$ cat src/hdl/rfas_pkg.sv
// Shared types, field bounds and helpers for the RTC field adjust and sanitize unit.
package rfas_pkg;

	// opcodes
	localparam logic [1:0] OP_SANITIZE = 2'd0;
	localparam logic [1:0] OP_INC      = 2'd1;
	localparam logic [1:0] OP_DEC      = 2'd2;

	// field bounds
	localparam logic [7:0] YEAR_MAX    = 8'd99;
	localparam logic [7:0] MONTH_MAX   = 8'd12;
	localparam logic [7:0] WEEKDAY_MAX = 8'd6;
	localparam logic [7:0] HOUR_MAX    = 8'd23;
	localparam logic [7:0] MINSEC_MAX  = 8'd59;
	localparam logic [7:0] FEB         = 8'd2;

	// payload traveling down the pipe
	typedef struct packed {
		logic        is_date;
		logic [31:0] word;
	} stage_t;

	// lower bound minus one wraps to upper, anything else out of range goes to lower
	function automatic logic [7:0] clamp_byte(input logic [7:0] v, input logic [7:0] upper,
		input logic [7:0] lower);
		logic [7:0] lm1;
		logic [7:0] up1;
		lm1 = lower - 8'd1;
		up1 = upper + 8'd1;
		if (v == lm1) begin
			clamp_byte = upper;
		end else if (v >= up1 || v < lower) begin
			clamp_byte = lower;
		end else begin
			clamp_byte = v;
		end
	endfunction

	// day count of a sanitized month (1..12), leap February gets 29
	function automatic logic [7:0] month_days(input logic [7:0] month, input logic leap);
		logic [7:0] d;
		unique case (month)
			8'd2:                         d = 8'd28;
			8'd4, 8'd6, 8'd9, 8'd11:      d = 8'd30;
			default:                      d = 8'd31;
		endcase
		if (leap && month == FEB) begin
			d = 8'd29;
		end
		month_days = d;
	endfunction

endpackage

$ cat src/hdl/rfas_step.sv
// Stage 1: optional increment or decrement of one byte of the input word.
module rfas_step (
	input  logic            clk,
	input  logic            arst_n,
	input  logic            start,
	input  logic [1:0]      opcode,
	input  logic            is_date,
	input  logic [1:0]      field_index,
	input  logic [31:0]     rtc_word,
	output logic            valid_s1,
	output rfas_pkg::stage_t data_s1
);
	import rfas_pkg::*;

	logic [31:0] stepped;

	// per-byte step, wraps within the byte
	always_comb begin
		stepped = rtc_word;
		for (int i = 0; i < 4; i++) begin
			if (field_index == 2'(i)) begin
				if (opcode == OP_INC) begin
					stepped[i*8 +: 8] = rtc_word[i*8 +: 8] + 8'd1;
				end else if (opcode == OP_DEC) begin
					stepped[i*8 +: 8] = rtc_word[i*8 +: 8] - 8'd1;
				end
			end
		end
	end

	always_ff @(posedge clk or negedge arst_n) begin
		if (!arst_n) begin
			valid_s1 <= 1'b0;
		end else begin
			valid_s1 <= start;
		end
	end

	always_ff @(posedge clk) begin
		data_s1.is_date <= is_date;
		data_s1.word    <= stepped;
	end
endmodule

$ cat src/hdl/rfas_clamp.sv
// Stage 2: sanitize year and month of a date, or hour, minute and second of a time.
module rfas_clamp (
	input  logic             clk,
	input  logic             arst_n,
	input  logic             valid_s1,
	input  rfas_pkg::stage_t data_s1,
	output logic             valid_s2,
	output rfas_pkg::stage_t data_s2
);
	import rfas_pkg::*;

	logic [31:0] w;

	// date: bytes 2 and 3 wait for stage 3; time: top byte passes untouched
	always_comb begin
		w = data_s1.word;
		if (data_s1.is_date) begin
			w[7:0]  = clamp_byte(data_s1.word[7:0],  YEAR_MAX,  8'd0);
			w[15:8] = clamp_byte(data_s1.word[15:8], MONTH_MAX, 8'd1);
		end else begin
			w[7:0]   = clamp_byte(data_s1.word[7:0],   HOUR_MAX,   8'd0);
			w[15:8]  = clamp_byte(data_s1.word[15:8],  MINSEC_MAX, 8'd0);
			w[23:16] = clamp_byte(data_s1.word[23:16], MINSEC_MAX, 8'd0);
		end
	end

	always_ff @(posedge clk or negedge arst_n) begin
		if (!arst_n) begin
			valid_s2 <= 1'b0;
		end else begin
			valid_s2 <= valid_s1;
		end
	end

	always_ff @(posedge clk) begin
		data_s2.is_date <= data_s1.is_date;
		data_s2.word    <= w;
	end
endmodule

$ cat src/hdl/rfas_day.sv
// Stage 3: day limit from the sanitized month and year, then day and weekday sanitize.
module rfas_day (
	input  logic             clk,
	input  logic             arst_n,
	input  logic             valid_s2,
	input  rfas_pkg::stage_t data_s2,
	output logic             valid_s3,
	output logic [31:0]      word_s3
);
	import rfas_pkg::*;

	logic        leap;
	logic [7:0]  limit;
	logic [31:0] w;

	// sanitized year is 0..99, so leap reduces to divisible by four (year 0 included)
	assign leap  = (data_s2.word[1:0] == 2'b00);
	assign limit = month_days(data_s2.word[15:8], leap);

	always_comb begin
		w = data_s2.word;
		if (data_s2.is_date) begin
			w[23:16] = clamp_byte(data_s2.word[23:16], limit,       8'd1);
			w[31:24] = clamp_byte(data_s2.word[31:24], WEEKDAY_MAX, 8'd0);
		end
	end

	always_ff @(posedge clk or negedge arst_n) begin
		if (!arst_n) begin
			valid_s3 <= 1'b0;
		end else begin
			valid_s3 <= valid_s2;
		end
	end

	always_ff @(posedge clk) begin
		word_s3 <= w;
	end
endmodule

$ cat src/hdl/rtc_field_adjust_sanitize_unit.sv
// Top level of the RTC field adjust and sanitize unit.
//
//  channel   signals                                       direction
//  command   start, opcode, is_date, field_index, rtc_word  in, taken when start && !busy
//  result    done, clean_word                               out, one cycle per beat
//
// Three register stages: byte step, year/month or time sanitize, day and weekday sanitize.
// A beat passes the step, clamp and day registers in turn and then raises done for one
// cycle, with its result on clean_word in that same cycle.
// One beat can enter every cycle; busy stays low, nothing in the pipe waits on anything.
// Reset clears the stage valid bits only; no result leaves after reset until a new beat.
module rtc_field_adjust_sanitize_unit (
	input  logic        clk,
	input  logic        arst_n,
	input  logic        start,
	output logic        busy,
	input  logic [1:0]  opcode,
	input  logic        is_date,
	input  logic [1:0]  field_index,
	input  logic [31:0] rtc_word,
	output logic        done,
	output logic [31:0] clean_word
);
	import rfas_pkg::*;

	logic   valid_s1;
	logic   valid_s2;
	stage_t data_s1;
	stage_t data_s2;

	// never stalls
	assign busy = 1'b0;

	rfas_step u_step (
		.clk         (clk),
		.arst_n      (arst_n),
		.start       (start),
		.opcode      (opcode),
		.is_date     (is_date),
		.field_index (field_index),
		.rtc_word    (rtc_word),
		.valid_s1    (valid_s1),
		.data_s1     (data_s1)
	);

	rfas_clamp u_clamp (
		.clk      (clk),
		.arst_n   (arst_n),
		.valid_s1 (valid_s1),
		.data_s1  (data_s1),
		.valid_s2 (valid_s2),
		.data_s2  (data_s2)
	);

	rfas_day u_day (
		.clk      (clk),
		.arst_n   (arst_n),
		.valid_s2 (valid_s2),
		.data_s2  (data_s2),
		.valid_s3 (done),
		.word_s3  (clean_word)
	);
endmodule
$ cat config.mk
export PLATFORM = sky130hd
export DESIGN_NAME = rtc_field_adjust_sanitize_unit
export DESIGN_NICKNAME = d
export VERILOG_FILES = /design/src/hdl/rfas_pkg.sv /design/src/hdl/rfas_step.sv /design/src/hdl/rfas_clamp.sv /design/src/hdl/rfas_day.sv /design/src/hdl/rtc_field_adjust_sanitize_unit.sv
export SDC_FILE = /design/constraint.sdc
export NUM_CORES = 1
export LEC_CHECK = 0
export BUFFER_PORTS_ARGS = -buffer_cell sky130_fd_sc_hd__buf_2
export CAP_MARGIN = 30
export CORE_MARGIN = 5
export CORE_UTILIZATION = 30
export CTS_BUF_LIST = sky130_fd_sc_hd__clkbuf_8
export DETAILED_ROUTE_END_ITERATION = 10
export PLACE_DENSITY_LB_ADDON = 0.25
export RECOVER_POWER = 25
export SYNTH_ARGS = -nofsm -noshare
export SYNTH_HDL_FRONTEND = slang
export SYNTH_HIERARCHICAL = 1
export SYNTH_SLANG_ARGS = --single-unit
$ cat constraint.sdc
create_clock -name clk -period 2.5 [get_ports clk]
set_clock_uncertainty 0.1 [all_clocks]
set_input_delay 0.375 -clock clk [delete_from_list [all_inputs] [get_ports clk]]
set_output_delay 0.375 -clock clk [all_outputs]
set_load 0.03 [all_outputs]
== After elaboration in Yosys (flattened, before gate mapping) ==
Index checks and enable logic that the tools add are counted.

* Memories kept: 0
* ROM bits: 0
* Register bits after elaboration: 101
* Bits in latches: 0
* Logic and storage cells: 88
* Input bits: 40
* Bits in writable memories: 0
* Output and inout port bits: 34

* Div/mod/pow operators: 0
* Multiplexer cells: 31
* $lt $le $gt $ge: 13
* Reduce and logical (&&, ||, !) cells: 13
* Equality and inequality tests: 14
* Add/sub/neg operators: 9
* Shifts and indexed selects: 0
* Multipliers: 0
* Bitwise logic cells: 0

{| class="wikitable"
|+ Operators with widths
! kind !! number
|-
| $mux 8 || 27
|-
| $lt 8x1->1 const B || 6
|-
| $add 8x1->8 const B || 4
|-
| $eq 8x8->1 const B || 4
|-
| $mux 16 || 2
|-
| $sub 8x1->8 const B || 4
|-
| $eq 8x3->1 const B || 2
|-
| $eq 8x4->1 const B || 2
|-
| $ge 8x6->1 const B || 2
|-
| $logic_not 8->1 || 2
|-
| $eq 8x2->1 const B || 1
|-
| $ge 8x3->1 const B || 1
|-
| $ge 8x4->1 const B || 1
|-
| $ge 8x5->1 const B || 1
|-
| $ge 8x7->1 const B || 1
|-
| $ge 8x8->1 || 1
|-
| $logic_or 1x1->1 || 7
|-
| $add 5x1->6 const B || 1
|-
| $eq 2x2->1 const B || 3
|-
| $eq 2x1->1 const B || 2
|-
| $logic_not 2->1 || 2
|-
| $pmux 2 s2 || 1
|-
| $reduce_or 4->1 || 1
|-
| $mux 2 || 1
|-
| $logic_and 1x1->1 || 1
|}

== Logic depth before layout (Yosys ltp) ==
* Depth in word-level cells: 10
* Gate-level depth with buffers: 9
* Depth with buffers taken out: 9

== Cells and area by module ==
Netlist, hierarchy kept.

{| class="wikitable"
|+ By module, submodules not included
! module !! instances !! cells each !! area each (um2) !! seq. area each (um2)
|-
| rfas_step || 1 || 223 || 1,890.6 || 685.7
|-
| rfas_clamp || 1 || 104 || 1,169.9 || 685.7
|-
| rfas_day || 1 || 100 || 1,159.9 || 665.6
|-
| rtc_field_adjust_sanitize_unit || 1 || 2 || 11.3 || 0.0
|}

== Worst setup path before layout ==
No wires, ideal clock.

* Path kind: reg-to-reg
* Start point: register, netlist name u_clamp/data_s2[13]
* End point: register u_day.word_s3[16]
* Stages on the path, launching flop included: 8
* Buffers on the path: 0
* Arrival: 2.071 ns
* Path slack: 0.212 ns
* Setup time: 0.116 ns
* Period minus slack after synthesis: 2.288 ns
* Data required time: 2.284 ns
* Cell sequence: dfxtp_1 > or4_1 > a21oi_1 > ha_1 > nand2b_4 > a2111oi_4 > o211ai_2 > o211a_1

* Cells in the longest elaborated chain, start to end: 10
* Elaborated cells on any way between the ends: 15
* Classes of those cells: add/sub: 1; order compare: 1; eq/ne: 5; mux: 5; reduce/logical: 3

{| class="wikitable"
|+ RTL lines
! item !! RTL line !! text
|-
| $eq 8x3->1 or $eq 8x4->1 (tied branches) || rfas_pkg.sv:42 || <nowiki>unique case (month)</nowiki>
|-
| $reduce_or 4->1 || rfas_pkg.sv:42 ||
|-
| $pmux 2 s2 || rfas_pkg.sv:42 ||
|-
| $mux 2 * || rfas_pkg.sv:47 || <nowiki>if (leap && month == FEB) begin</nowiki>
|-
| $add 5x1->6 || rfas_pkg.sv:29 || <nowiki>up1 = upper + 8'd1;</nowiki>
|-
| $ge 8x8->1 || rfas_pkg.sv:32 || <nowiki>end else if (v >= up1 || v < lower) begin</nowiki>
|-
| $logic_or 1x1->1 || rfas_pkg.sv:32 ||
|-
| $mux 8 || rfas_pkg.sv:32 ||
|-
| $mux 8 * || rfas_pkg.sv:30 || <nowiki>if (v == lm1) begin</nowiki>
|-
| $mux 16 * || rfas_day.sv:22 || <nowiki>if (data_s2.is_date) begin</nowiki>
|-
| via u_day.w[16] || rfas_day.sv:14 || <nowiki>logic [31:0] w;</nowiki>
|-
| to (signal assigned) || rfas_day.sv:37 || <nowiki>word_s3 <= w;</nowiki>
|-
| to (decl) || rfas_day.sv:8 || <nowiki>output logic [31:0] word_s3</nowiki>
|}

The timed path passes the listed nets; every way through them passes the cells marked *.

== Worst setup path in the final report ==
* Start point: register, netlist name u_clamp/data_s2[14]
* End point: register u_day.word_s3[16]

* Cells in the longest elaborated chain, start to end: 10
* Elaborated cells on any way between the ends: 15
* Classes of those cells: add/sub: 1; order compare: 1; eq/ne: 5; mux: 5; reduce/logical: 3

{| class="wikitable"
|+ RTL lines
! item !! RTL line
|-
| $eq 8x3->1 or $eq 8x4->1 (tied branches) || rfas_pkg.sv:42
|-
| $reduce_or 4->1 || rfas_pkg.sv:42
|-
| $pmux 2 s2 || rfas_pkg.sv:42
|-
| $mux 2 * || rfas_pkg.sv:47
|-
| $add 5x1->6 || rfas_pkg.sv:29
|-
| $ge 8x8->1 || rfas_pkg.sv:32
|-
| $logic_or 1x1->1 || rfas_pkg.sv:32
|-
| $mux 8 || rfas_pkg.sv:32
|-
| $mux 8 * || rfas_pkg.sv:30
|-
| $mux 16 * || rfas_day.sv:22
|-
| via u_day.w[16] || rfas_day.sv:14
|}

Marked as above.

==> results.tsv <==
stage	metric	value	unit
run_status	status	finished, final reports clean	
cts	clock_path_buffers	2	
power	p_leak	0.00210	uW
timing	setup_violations	0	
cts	worstSkewPairLatency	0.36	ns
grt	grt_max_degree	24	
yosys	ys_types	68	
power	powerDensity	654	mW/mm^2
finish	drive_above_1_share	22.1	%
timing	max_freq	414	MHz
yosys	yosysMostFrequentCell	dfxtp_1	
timing	fin_crit_sh	96.7	%
timing	worstMarginPinSlew	0.622	ns
worst_setup_path	end_kind	flop	
min_path	min_path_type	in2reg	
floorplanning	row_count	43	
yosys	seq_area_frac_synth	48.1	%
route	post_drt_wl_per_cell	13.4	um
power	fin_total_pwr	3320	uW
finish	nNetsFinal	561	
finish	layout.cells.non_filler	692	
route	first_pass_iters	5	
timing	timing.slew.headroom	58.5	%
cts	cts_buffers	9	
placed_design	place_area	0.00480	mm^2
cts	cts_root_buffer	clkbuf_8	
worst_setup_path	cp-start-kind	flop	
worst_setup_path	crit_fanout	8	
route	drtIter0Drc	123	
cts	cts_max_level	3	
yosys	synth_cells	429	
grt	antenna_found_initial	1	
yosys	yosysTopAreaCell	dfxtp_1	
worst_setup_path	cp_data_arrival_time	2.58	ns
placed_design	place.gp.congestion	0.881	
yosys	yosysTopAreaCellShare	46.4	%
worst_setup_path	cp_slowest_cell	or4_4	
worst_setup_path	slowest_delay	0.56	ns
timing	report.final.slew_viol_count	0	
floorplanning	fp.coreArea	0.0139	mm^2
worst_setup_path	path_cells	or4_4 -> a21oi_4 -> inv_2 -> ha_4 -> o21a_1 -> o211ai_1 -> o211ai_4 -> o211a_1	
yosys	postSynthAreaPerCell	9.86	um^2
yosys	ys.flop_type	dfxtp_1	
placed_design	numPortBuffers	72	
job	drv_cap	0	
grt	global_route.usage.total	11.4	%
worst_setup_path	critPathTopFamily	compound AO/OA/AOI/OAI gates	
floorplanning	io_pins	74	
timing	min_period	2.42	ns
grt	grt_pass1_wl	15400	um
floorplanning	die-width	129	um
yosys	synth_edf_count	0	
placed_design	place_inst	673	
floorplanning	initial_core_util	30.5	%
finish	fillers	1461	
route	viasPerCell	4.79	
worst_setup_path	required	2.66	ns
power	ir_drop	237	uV
yosys	ys_warn_count	6	
finish	diodes	0	
cts	clk_transition_reported_paths	0.10	ns
cts	cts.sinks	101	
yosys	synthTopCellsByArea	dfxtp_1 46%, ha_1 4.1%, xnor2_1 3.7%, a21oi_1 2.4%, nor2_1 2.3%	
finish	final_area	0.00508	mm^2
yosys	ys_ff_latch	101	
worst_setup_path	path_class	reg2reg	
placed_design	hpwl	7140	um
yosys	synth_area	0.00423	mm^2
floorplanning	dieArea	0.0166	mm^2
yosys	async_flop_share	2.97	%
finish	multiInputGateArea	0.00208	mm^2
route	ant_nets	0	
route	drc	0	
grt	first_global_vias	3308	
timing	holdWs	0.0933	ns
route	vias	3317	
floorplanning	die_y	129	um
cts	cts_setup_buffers	0	
route	wl	9250	um
timing	finalHoldViolations	0	
yosys	netlist_top_cells_count	98 x dfxtp_1, 26 x nor2_1, 23 x inv_1	
finish	seq_area	0.00204	mm^2
worst_setup_path	path_buf_inv	1	
cts	cts_tree	built	
finish	areaGrowthSynthToFinish	20.0	%
grt	grt_overflow	0	
## worst register-to-register path, cell delays in order (launching register included)
cell and delay, ns:
dfxtp_2 0.34, or4_4 0.56, a21oi_4 0.16, inv_2 0.08, ha_4 0.21, o21a_1 0.17, o211ai_1 0.29, o211ai_4 0.16
o211a_1 0.26
## registers in the layout, summed over array words and instances, names as in the netlist
name	flops
u_clamp/valid_s2	1
u_step/valid_s1	1
u_clamp/data_s2	33
u_step/data_s1	33
u_day/word_s3	32
u_day/valid_s3	1
## kinds of logic (layout without fill, tap and decap cells)
group           count (synthesis)  after routing  synth area share, %
other cells                     2              4                0.177
mux                             4              4                0.946
fa+ha+maj                      16             16                 4.61
compound gates                 91             91                 16.3
flops                         101            101                 48.1
buf+inv                        39            120                 3.70
xor+xnor                       28             28                 5.80
simple gates                  148            148                 20.3
## placed cells by master (no fill, tap or decap), drive strengths merged, types with 12 or more instances in the layout
| cell type | synthesis | final |
|---|---|---|
| dfxtp | 98 | 98 |
| buf | 6 | 77 |
| inv | 23 | 28 |
| nor2 | 26 | 26 |
| nand2 | 22 | 22 |
| a21oi | 20 | 20 |
| xnor2 | 18 | 18 |
| nand4 | 15 | 15 |
| o21ai | 14 | 14 |
| ha | 14 | 14 |
| nand3 | 13 | 13 |
| nor3 | 12 | 12 |
## metal layers
metal	vias to the layer above	GRT usage, %	wire length (um)
met5	-	0	13
met4	2	4.76	181
met3	13	3.20	483
met2	87	19.0	4330
met1	1521	13.9	4230
li1	1694	-	-
## layout make-up
cell class / instances / area share [%]
Clock buffer: 10 / 2.71
Tap cell: 180 / 4.44
Inverter: 23 / 1.70
Clock inverter: 6 / 1.45
Multi-Input combinational cell: 291 / 41.0
Timing Repair Buffer: 81 / 8.55
Sequential cell: 101 / 40.1
## where the power goes
group / internal (uW) / switching [uW] / total, uW
Clock: 509 / 568 / 1080
Combinational: 179 / 273 / 453
Sequential: 1720 / 70.9 / 1790
## path summary, 6_finish.rpt
kind | startpoint | slack (ns) | depth (start not counted) | end
hold reg to reg | u_clamp/data_s2[7] | 0.24 | 0 | u_day/word_s3[7]
hold / removal | rtc_word[7] | 0.09 | 2 | u_step/data_s1[7]
min in group asynchronous | arst_n | 0.25 | 2 | u_clamp/valid_s2
setup reg to reg | u_clamp/data_s2[14] | 0.08 | 8 | u_day/word_s3[16]
max in group asynchronous | arst_n | 1.89 | 2 | u_day/valid_s3
setup / recovery | u_clamp/data_s2[14] | 0.08 | 8 | u_day/word_s3[16]
## repair_timing
| action | CTS | global route |
|---|---|---|
| hold buffers | 2 | 1 |
| endpoints found under the setup margin | 1 | 8 |
| resized for setup | 1 | 7 |
| endpoints found under the hold margin | 4 | 1 |
| pin swaps | 1 | 6 |
## through the flow
| step | util [%] | worst slack, ns | TNS [ns] |
|---|---|---|---|
| 3_3_place_gp | 34.6 | 0.0948 | 0 |
| 2_1_floorplan | - | 0.212 | 0 |
| 4_1_cts | 36.3 | 0.0180 | 0 |
| 6_report | 36.6 | 0.0824 | 0 |
| 3_5_place_dp | 34.6 | -0.00301 | -0.00301 |
| 5_1_grt | 36.6 | -0.00622 | -0.00622 |
Power figures use the tool's default switching activity.
